## src/design/ppfm_pkg.sv

```systemverilog
package ppfm_pkg;

    localparam int TIMER_WIDTH_DEF = 32;
    localparam int FRAC_BITS_DEF   = 8;

    localparam int TPS_W    = 24;
    localparam int COUNT_W  = 32;
    localparam int FREQ_W   = 32;
    localparam int CAP_W    = 32;
    localparam int APB_DW   = 32;
    localparam int APB_AW   = 2;

    localparam logic [TPS_W-1:0]  TPS_RESET    = 24'd1000000;
    localparam logic [APB_AW-1:0] CFG_ADDR_TPS = 2'd0;

    typedef struct packed {
        logic             overflow_event;
        logic             capture_event;
        logic [CAP_W-1:0] capture_value;
    } t_in;

    typedef struct packed {
        logic [COUNT_W-1:0] pulse_total;
        logic [FREQ_W-1:0]  average_frequency;
    } t_out;

    typedef struct packed {
        logic busy;
        logic done;
    } t_div_stat;

endpackage

```

## src/design/ppfm_div.sv

```systemverilog
module ppfm_div
    import ppfm_pkg::*;
#(
    parameter int NUM_W = TPS_W + FRAC_BITS_DEF,
    parameter int DEN_W = TIMER_WIDTH_DEF
) (
    input  logic             i_clk,
    input  logic             i_rst_n,
    input  logic             i_start,
    input  logic [NUM_W-1:0] i_num,
    input  logic [DEN_W-1:0] i_den,
    output t_div_stat        o_stat,
    output logic [NUM_W-1:0] o_quot
);

    localparam int CNT_W = $clog2(NUM_W + 1);

    // restoring division, one quotient bit per cycle; numerator shifts out
    // at the top while quotient bits shift in at the bottom
    logic [NUM_W-1:0] r_nq;
    logic [DEN_W-1:0] r_rem;
    logic [DEN_W-1:0] r_den;
    logic [CNT_W-1:0] r_cnt;
    logic             r_busy;
    logic             r_done;

    logic [DEN_W:0]   w_rem_sh;
    logic [DEN_W:0]   w_diff;
    logic             w_ge;

    assign w_rem_sh = {r_rem, r_nq[NUM_W-1]};
    assign w_ge     = w_rem_sh >= {1'b0, r_den};
    assign w_diff   = w_rem_sh - {1'b0, r_den};

    always_ff @(posedge i_clk) begin
        if (!i_rst_n) begin
            r_busy <= 1'b0;
            r_done <= 1'b0;
            r_cnt  <= '0;
        end else begin
            r_done <= 1'b0;
            if (i_start) begin
                r_busy <= 1'b1;
                r_cnt  <= CNT_W'(NUM_W);
            end else if (r_busy) begin
                r_cnt <= r_cnt - 1'b1;
                if (r_cnt == CNT_W'(1)) begin
                    r_busy <= 1'b0;
                    r_done <= 1'b1;
                end
            end
        end
    end

    always_ff @(posedge i_clk) begin
        if (i_start) begin
            r_nq  <= i_num;
            r_rem <= '0;
            r_den <= i_den;
        end else if (r_busy) begin
            r_nq  <= {r_nq[NUM_W-2:0], w_ge};
            r_rem <= w_ge ? w_diff[DEN_W-1:0] : w_rem_sh[DEN_W-1:0];
        end
    end

    assign o_stat.busy = r_busy;
    assign o_stat.done = r_done;
    assign o_quot      = r_nq;

endmodule

```

## src/design/pulse_period_frequency_meter.sv

```systemverilog
// channel   dir  handshake                 payload
// in        in   i_in_valid / o_in_ready   i_in  (t_in)
// out       out  o_out_valid / i_out_ready o_out (t_out)
// cfg       in   psel/penable/pwrite       paddr, pwdata, prdata
//
// An item without a usable period goes from idle straight to the output wait;
// a capture with a nonzero period first runs through the bit-serial restoring
// divider. One item is in work at a time; the output register holds
// a finished item while the next one is taken. Reset is synchronous, active
// low, and clears the count, last capture, average and tick rate to defaults.
module pulse_period_frequency_meter
    import ppfm_pkg::*;
#(
    parameter int TIMER_WIDTH = TIMER_WIDTH_DEF,
    parameter int FRAC_BITS   = FRAC_BITS_DEF
) (
    input  logic              i_clk,
    input  logic              i_rst_n,
    input  logic              i_in_valid,
    output logic              o_in_ready,
    input  t_in               i_in,
    output logic              o_out_valid,
    input  logic              i_out_ready,
    output t_out              o_out,
    input  logic              psel,
    input  logic              penable,
    input  logic              pwrite,
    input  logic [APB_AW-1:0] paddr,
    input  logic [APB_DW-1:0] pwdata,
    output logic [APB_DW-1:0] prdata,
    output logic              pready
);

    localparam int NUM_W = TPS_W + FRAC_BITS;

    localparam logic [1:0] S_IDLE = 2'd0;
    localparam logic [1:0] S_DIV  = 2'd1;
    localparam logic [1:0] S_WAIT = 2'd2;

    logic [1:0]             r_state;
    logic [TPS_W-1:0]       r_tps;
    logic [COUNT_W-1:0]     r_cnt;
    logic [TIMER_WIDTH-1:0] r_prev;
    logic [FREQ_W-1:0]      r_avg;
    logic                   r_out_valid;
    t_out                   r_out;

    logic                   w_in_acc;
    logic [COUNT_W-1:0]     w_base_cnt;
    logic [TIMER_WIDTH-1:0] w_base_prev;
    logic [FREQ_W-1:0]      w_base_avg;
    logic [TIMER_WIDTH-1:0] w_now;
    logic [TIMER_WIDTH-1:0] w_period;
    logic                   w_start;
    t_div_stat              w_div_stat;
    logic [NUM_W-1:0]       w_quot;
    logic [FREQ_W:0]        w_sum;
    logic                   w_out_free;

    assign pready      = 1'b1;
    assign prdata      = (paddr == CFG_ADDR_TPS) ? APB_DW'(r_tps) : '0;

    assign o_in_ready  = (r_state == S_IDLE);
    assign w_in_acc    = i_in_valid && o_in_ready;
    assign o_out_valid = r_out_valid;
    assign o_out       = r_out;
    assign w_out_free  = !r_out_valid || i_out_ready;

    assign w_base_cnt  = i_in.overflow_event ? '0 : r_cnt;
    assign w_base_prev = i_in.overflow_event ? '0 : r_prev;
    assign w_base_avg  = i_in.overflow_event ? '0 : r_avg;
    assign w_now       = i_in.capture_value[TIMER_WIDTH-1:0];
    assign w_period    = w_now - w_base_prev;
    assign w_start     = w_in_acc && i_in.capture_event && (w_period != '0);
    assign w_sum       = {1'b0, r_avg} + (FREQ_W + 1)'(w_quot);

    ppfm_div #(
        .NUM_W (NUM_W),
        .DEN_W (TIMER_WIDTH)
    ) u_div (
        .i_clk   (i_clk),
        .i_rst_n (i_rst_n),
        .i_start (w_start),
        .i_num   (NUM_W'(r_tps) << FRAC_BITS),
        .i_den   (w_period),
        .o_stat  (w_div_stat),
        .o_quot  (w_quot)
    );

    always_ff @(posedge i_clk) begin
        if (!i_rst_n) begin
            r_tps <= TPS_RESET;
        end else if (psel && penable && pwrite && pready && paddr == CFG_ADDR_TPS) begin
            r_tps <= pwdata[TPS_W-1:0];
        end
    end

    always_ff @(posedge i_clk) begin
        if (!i_rst_n) begin
            r_state     <= S_IDLE;
            r_cnt       <= '0;
            r_prev      <= '0;
            r_avg       <= '0;
            r_out_valid <= 1'b0;
        end else begin
            if (r_state == S_WAIT && w_out_free) begin
                r_out_valid <= 1'b1;
            end else if (r_out_valid && i_out_ready) begin
                r_out_valid <= 1'b0;
            end
            case (r_state)
                S_IDLE: begin
                    if (w_in_acc) begin
                        r_avg <= w_base_avg;
                        if (i_in.capture_event) begin
                            r_prev <= w_now;
                            r_cnt  <= w_base_cnt + 1'b1;
                        end else begin
                            r_prev <= w_base_prev;
                            r_cnt  <= w_base_cnt;
                        end
                        r_state <= w_start ? S_DIV : S_WAIT;
                    end
                end
                S_DIV: begin
                    if (w_div_stat.done) begin
                        r_avg   <= w_sum[FREQ_W:1];
                        r_state <= S_WAIT;
                    end
                end
                S_WAIT: begin
                    if (w_out_free) begin
                        r_state <= S_IDLE;
                    end
                end
                default: begin
                    r_state <= S_IDLE;
                end
            endcase
        end
    end

    always_ff @(posedge i_clk) begin
        if (r_state == S_WAIT && w_out_free) begin
            r_out.pulse_total       <= r_cnt;
            r_out.average_frequency <= r_avg;
        end
    end

    a_idle_div_quiet: assert property (@(posedge i_clk) disable iff (!i_rst_n)
        (r_state == S_IDLE) |-> !w_div_stat.busy && !w_div_stat.done)
        else $error("divider active while idle");

    a_done_in_div: assert property (@(posedge i_clk) disable iff (!i_rst_n)
        w_div_stat.done |-> (r_state == S_DIV))
        else $error("divider result outside division state");

    a_accept_moves: assert property (@(posedge i_clk) disable iff (!i_rst_n)
        w_in_acc |=> (r_state == S_DIV || r_state == S_WAIT))
        else $error("accepted item not processed");

    a_div_busy: assert property (@(posedge i_clk) disable iff (!i_rst_n)
        (r_state == S_DIV && !w_div_stat.done) |-> w_div_stat.busy)
        else $error("division state without busy divider");

endmodule

```

## config.mk

```make
export PLATFORM = sky130hd
export DESIGN_NAME = pulse_period_frequency_meter
export DESIGN_NICKNAME = d
export VERILOG_FILES = /design/src/design/ppfm_pkg.sv /design/src/design/ppfm_div.sv /design/src/design/pulse_period_frequency_meter.sv
export SDC_FILE = /design/constraint.sdc
export NUM_CORES = 1
export LEC_CHECK = 0
export BUFFER_PORTS_ARGS = -buffer_cell sky130_fd_sc_hd__buf_2
export CORE_MARGIN = 4
export CORE_UTILIZATION = 60
export DETAILED_ROUTE_END_ITERATION = 10
export GPL_ROUTABILITY_DRIVEN = 1
export PLACE_DENSITY = 0.91
export SLEW_MARGIN = 25
export SYNTH_ARGS = -nofsm -noshare
export SYNTH_HDL_FRONTEND = slang
export SYNTH_SLANG_ARGS = --single-unit
export TNS_END_PERCENT = 20
```

## constraint.sdc

```tcl
create_clock -name i_clk -period 11.7 [get_ports i_clk]
set_input_delay 1.17 -clock i_clk [delete_from_list [all_inputs] [get_ports i_clk]]
set_output_delay 1.17 -clock i_clk [all_outputs]
set_load 0.02 [all_outputs]
```

==> reports/qor.txt, run 1 <==
Clock Sinks - 291
WL met3 - 2360 um
Post-synth top area share - 0.212
Worst slew pin tran - 0.946 ns
Final hold vios - 0
Port bufs - 156
WS Path Type - input port to register
Synth async-reset ratio - 0
Vias - 14211
Initial DRT Pass Iterations - 6
# setup viols final - 0
Reg2reg path depth - 15
Starting Density - 0.610
Hpwl dp - 28900 um
Global-route wire length before repair - 67400 um
CTS H-tree lvls - 1
Worst Path Required - 11.97 ns
Worst Path Arrival - 6.46 ns
CTS Hold Bufs - 0
R2r setup slk - 6.52 ns
GPL Wtd Cong - 0.924
Critical Path Stages - 16
Crit path launch - i_in[33]
Crit-path max cell delay - 0.71 ns
Final hold slack - 0.451 ns
Met2 wire length - 20300 um
Fin crit share - 0.529
# fillers - 2045
Final WL - 41100 um
Seq cells post-synth - 291
Initial antenna violation count - 1
Status - completed
Layout area overhead - 11.8%
Synth area leaders - edfxtp_1 (21%), dfxtp_1 (20%), ha_1 (7.8%), nand2_1 (5.3%), a21oi_1 (2.9%)
Post-synthesis mux area share - 0.0207
RSZ-0062 raised after global routing - no
Vias per cell - 6.03
Top sig layer - met4
Most frequent cells in the layout - nand2_1 (240), dfxtp_1 (170), buf_2 (156)
GR Overflow Total - 0
Sequential fraction of the synthesis area - 0.414
Routed Antenna Nets - 0
Leakage - 7.58 nW
Post-Synth XOR/XNOR Area - 0.0485
Crit path max-delay family - buffers and inverters
CP most frequent cell - buf_4
CP Cell Sequence - buf_2 > nor2b_1 > ha_1 > fa_1 > nand3b_1 > a21o_1 > a211o_1 > nand2_1 > a21oi_1 > mux2_1 > or4_1 > nor4b_2 > a31oi_4 > buf_4 > buf_4 > mux2i_1
Synth Cell Area - 0.0170 sq mm
Placement Rows - 61
Post-synth top area cell - edfxtp_1
Layout cells sized above 1 - 0.138
Die footprint - 0.0311 sq mm
Commonest register cell after synthesis - dfxtp_1
CP max stage cell - buf_2
Commonest non-fill, non-tap cell in the layout - nand2_1
# IOs - 174
Max Slew Vio Count - 0
Total power - 2.99 mW
EDFF count, synth - 120
Post-Synthesis Cells - 1843
FMAX - 162 MHz
Worst min path class - register to register
Yosys cell types - 77
DR DRC count - 0
Type of origin of the critical path - input port
Buf+Inv Stages, Crit Path - 3
Met1 wire length - 17300 um
Cts bufs inserted - 31
GR Util All Layers - 0.255
Main combinational cell family by area after synthesis - simple AND/OR/NAND/NOR gates
Root buf cell - clkbuf_16
Die H - 176 um
Adder-cell share of the synthesized area - 0.0816
Clock Tree Buf Depth - 3
Skew-Pair Late Insertion Delay - 0.56 ns
CP endpoint - u_div.o_quot[16]$_DFFE_PP_
Initial drt markers - 1175
Worst Setup End Kind - register
Largest net degree at the start of global routing - 100
Final min period - 6.19 ns
Drt wl/cell - 17.4 um
Die W - 176 um
Fin Clk Skew - 0.00940 ns
Worst reg2reg path endpoint - u_div.o_quot[16]$_DFFE_PP_
Peak supply drop - 0.165 mV
Synthesis Warnings - 0
P per Cell Area - 157 mW/mm^2
Final net count - 2138
Area fraction in compound gates after synthesis - 0.190
Gates resized, CTS repair - 0
Postcts setup bufs - 0
Reg-to-Reg Start - r_prev[0]$_SDFFE_PN0P_
Setup TNS - 0 ns
Clk pin slew, worst setup/hold paths - 0.06 ns
CP max FO - 63
Area share of and/or/nand/nor cells after synthesis - 0.200
Syn avg cell area - 9.21 sq um
Core region area - 0.0279 sq mm
Slew margin rel. - 0.369
CTS tree - yes
Max-cap check violation count - 0
Vias in the first global route - 13874
## worst reg2reg max path: cells and delay by family (launching register included)
kind	cells	cell delay, ns
fa+ha+maj	2	0.66
simple gates	5	1.58
flops	1	0.32
mux	2	0.59
compound gates	4	0.88
buf+inv	2	0.87
## cell type report
class / instances / area, sq um / share of cell area
diodes: 1 / 2.50 / 0.000132
flip-flops and latches: 291 / 7030 / 0.370
clock buffers: 40 / 860 / 0.0453
clock inverters: 17 / 170 / 0.00896
inverters: 86 / 323 / 0.0170
well taps: 378 / 473 / 0.0249
repair buffers: 167 / 867 / 0.0457
multi-input cells: 1377 / 9260 / 0.488
## through the flow
stage / utilization / setup slack (ns) / instance area, sq um / instances
detailed placement: 0.644 / 4.96 / 17900 / 2299
global route: 0.681 / 5.18 / 19000 / 2357
CTS: 0.681 / 5.52 / 19000 / 2356
finish: 0.681 / 5.51 / 19000 / 2357
global placement: 0.644 / 5.15 / 17900 / 2299
floorplan: - / 6.06 / 17000 / 1850
## state kept, by name, summed over array words and instances, names as in the netlist
register / cells
o_out: 64
o_out_valid: 1
r_avg: 32
r_cnt: 32
r_prev: 32
r_state: 2
r_tps: 24
u_div.o_quot: 32
u_div.r_busy: 1
u_div.r_cnt: 6
u_div.r_den: 32
u_div.r_done: 1
u_div.r_rem: 32
## synthesized netlist by cell type, types with 22 or more instances
master	instances
dfxtp_1	171
nor2_1	94
mux2i_1	34
edfxtp_1	120
a21boi_0	24
nand2_1	240
clkbuf_1	74
nand3_1	32
nor2b_1	71
and3_1	23
nand2b_1	43
o21ai_0	74
a22oi_1	48
xnor2_1	50
and2_1	32
ha_1	106
o211ai_1	22
a21oi_1	98
a21o_1	40
xor2_1	44
inv_1	85
nor3_1	46
## worst min path at each step
stage                                 from                  end  slack, ns  depth (start not counted)
finish              r_cnt[31]$_SDFFE_PN0P_  o_out[63]$_DFFE_PP_       0.45                          0
global route        r_cnt[13]$_SDFFE_PN0P_  o_out[45]$_DFFE_PP_       0.46                          0
CTS                 r_cnt[31]$_SDFFE_PN0P_  o_out[63]$_DFFE_PP_       0.45                          0
detailed placement  r_cnt[31]$_SDFFE_PN0P_  o_out[63]$_DFFE_PP_       0.43                          0
global placement    r_cnt[31]$_SDFFE_PN0P_  o_out[63]$_DFFE_PP_       0.43                          0
floorplan           r_cnt[31]$_SDFFE_PN0P_  o_out[63]$_DFFE_PP_       0.41                          0
## where the power goes
| group | switching [mW] | internal [mW] | total [mW] |
|---|---|---|---|
| Sequential | 0.0571 | 1.14 | 1.20 |
| Combinational | 0.493 | 0.319 | 0.812 |
| Clock | 0.411 | 0.567 | 0.978 |
| Total | 0.961 | 2.03 | 2.99 |
## layer usage
metal	vias up	track usage
li1	6840	-
met1	6735	0.329
met2	535	0.453
met3	101	0.0296
met4	0	0.0760
met5	-	0
## cell families after synthesis
family,count (synthesis)
multiplexers,35
flip-flops,291
AND/OR/NAND/NOR,675
AO/OA/AOI/OAI,455
buffers and inverters,182
XOR/XNOR,94
adder cells (fa/ha/maj),109
other,2
No activity file was read; power rests on OpenSTA's default activity.
==> run 2: changes to the inputs <==
clock period = 6 ns   (was 11.7 ns; I/O delays follow)
==> run 2 against run 1 <==
- total power up 94%
- largest power group unchanged
- register-to-register slack worse by 5.1 ns
- critical path type unchanged
- non-clock buffer count unchanged
- utilization decreased by 0.090 points
- the flow now finishes with violations (design-rule violations)
==> reports/qor.txt, run 2 (same netlist as run 1, synthesis figures left out) <==
Slew margin rel. - 0.349
Type of origin of the critical path - input port
Fin crit share - 0.783
Max reg flops - 64
GR Util All Layers - 0.255
Status - finished with violations
CP max FO - 29
Core region area - 0.0279 sq mm
Vias in the first global route - 13962
Initial drt markers - 1234
Layout area overhead - 11.6%
Crit path max-delay family - simple AND/OR/NAND/NOR gates
Worst Path Arrival - 4.92 ns
Peak supply drop - 0.244 mV
Worst reg2reg path endpoint - u_div.o_quot[28]$_DFFE_PP_
# setup viols final - 0
Starting Density - 0.610
Worst slew pin tran - 0.977 ns
Clk pin slew, worst setup/hold paths - 0.06 ns
Worst Path Required - 6.22 ns
Buf+Inv Stages, Crit Path - 1
Max Slew Vio Count - 0
CP Cell Sequence - buf_2 > nor2b_1 > ha_1 > fa_1 > nand3b_1 > a21o_1 > a211o_1 > nand2_1 > a21oi_1 > mux2_1 > or4_1 > nor4b_2 > a31oi_4 > or2_2
N_diodes - 0
Final hold vios - 0
Worst Setup End Kind - register
Die footprint - 0.0311 sq mm
Post-route cell area - 0.0190 sq mm
WS Path Type - input port to register
RSZ-0062 raised after global routing - no
Port bufs - 156
Commonest non-fill, non-tap cell in the layout - nand2_1
Postcts setup bufs - 0
Skew-Pair Late Insertion Delay - 0.56 ns
Initial antenna violation count - 0
Worst min path class - input port to register
Most frequent cells in the layout - nand2_1 (240), dfxtp_1 (170), buf_2 (156)
Critical Path Stages - 14
Die W - 176 um
Max-cap check violation count - 0
Final min period - 4.70 ns
Crit-path max cell delay - 0.57 ns
Vias per cell - 6.02
Root buf cell - clkbuf_16
Placement Rows - 61
Vias - 14168
Failing checks - design-rule violations
Layout cells sized above 1 - 0.135
Die H - 176 um
Setup TNS - 0 ns
Leakage - 7.58 nW
Clock Sinks - 291
Cts bufs inserted - 30
Reg-to-Reg Start - r_prev[0]$_SDFFE_PN0P_
GR Overflow Total - 0
Final net count - 2137
R2r setup slk - 1.38 ns
DP Area - 0.0179 sq mm
Crit path launch - i_in[33]
CTS H-tree lvls - 1
Routed Antenna Nets - 0
GPL Wtd Cong - 0.919
Reg2reg path depth - 13
CTS Hold Bufs - 0
Fin Clk Skew - 0.0108 ns
FMAX - 213 MHz
Drt wl/cell - 17.3 um
Global-route wire length before repair - 67300 um
CP endpoint - u_div.o_quot[28]$_DFFE_PP_
# IOs - 174
Final WL - 40700 um
Gates resized, CTS repair - 0
Initial DRT Pass Iterations - 9
CP max stage cell - or2_2
Largest net degree at the start of global routing - 115
Clock Tree Buf Depth - 3
DR DRC count - 1
CTS tree - yes
P per Cell Area - 306 mW/mm^2
Hpwl dp - 28900 um
[run 2: changes by cell type in the layout (fill, tap and decap cells not counted), sizes merged]
cell and change:
clkinvlp -3, clkinv +2, clkbuf +5, inv -5
diode -1
[run 2: cell type report]
cell class,instances,area [sq um]
Fill cell,2045,8900
Inverter,86,323
Multi-Input combinational cell,1377,9260
Sequential cell,291,7030
Clock buffer,45,898
Timing Repair Buffer,167,863
Clock inverter,11,113
Tap cell,378,473
[run 2: tightest hold or removal path, cell delays in order]
cell	delay (ns)
buf_2	0.07
nand2_1	0.04
o211ai_1	0.07
[run 2: worst min path at each step]
stage                           startpoint                     end  slack [ns]  cells after the start
floorplan           r_cnt[31]$_SDFFE_PN0P_     o_out[63]$_DFFE_PP_        0.41                      0
global placement    r_cnt[31]$_SDFFE_PN0P_     o_out[63]$_DFFE_PP_        0.43                      0
detailed placement   r_cnt[1]$_SDFFE_PN0P_     o_out[33]$_DFFE_PP_        0.44                      0
CTS                             pwdata[17]  r_tps[17]$_SDFFE_PN1P_        0.26                      3
global route                    pwdata[17]  r_tps[17]$_SDFFE_PN1P_        0.27                      3
finish                          pwdata[17]  r_tps[17]$_SDFFE_PN1P_        0.27                      3
[run 2: where the power goes]
group / total [mW] / leakage [nW] / switching, mW / internal [mW]
clock: 1.89 / 0.496 / 0.773 / 1.12
combinational: 1.57 / 4.52 / 0.953 / 0.620
sequential: 2.34 / 2.56 / 0.118 / 2.22
total: 5.80 / 7.58 / 1.84 / 3.96
[run 2: through the flow]
| step | power (mW) | setup WS [ns] | hold WS (ns) | std cells | util |
|---|---|---|---|---|---|
| 6_report | 5.80 | 1.30 | 0.270 | 2355 | 0.680 |
| 4_1_cts | 5.80 | 1.33 | 0.258 | 2355 | 0.680 |
| 5_1_grt | 6.09 | 1.14 | 0.266 | 2355 | 0.680 |
| 3_5_place_dp | 3.91 | 0.764 | 0.442 | 2299 | 0.644 |
| 2_1_floorplan | 3.57 | 0.930 | 0.408 | 1850 | - |
| 3_3_place_gp | 3.84 | 0.924 | 0.428 | 2299 | 0.644 |
[run 2: routing by layer]
layer	GRT usage	wire [um]
met2	0.452	20000
met3	0.0302	2210
met5	0	0
met1	0.329	17300
met4	0.0747	1170
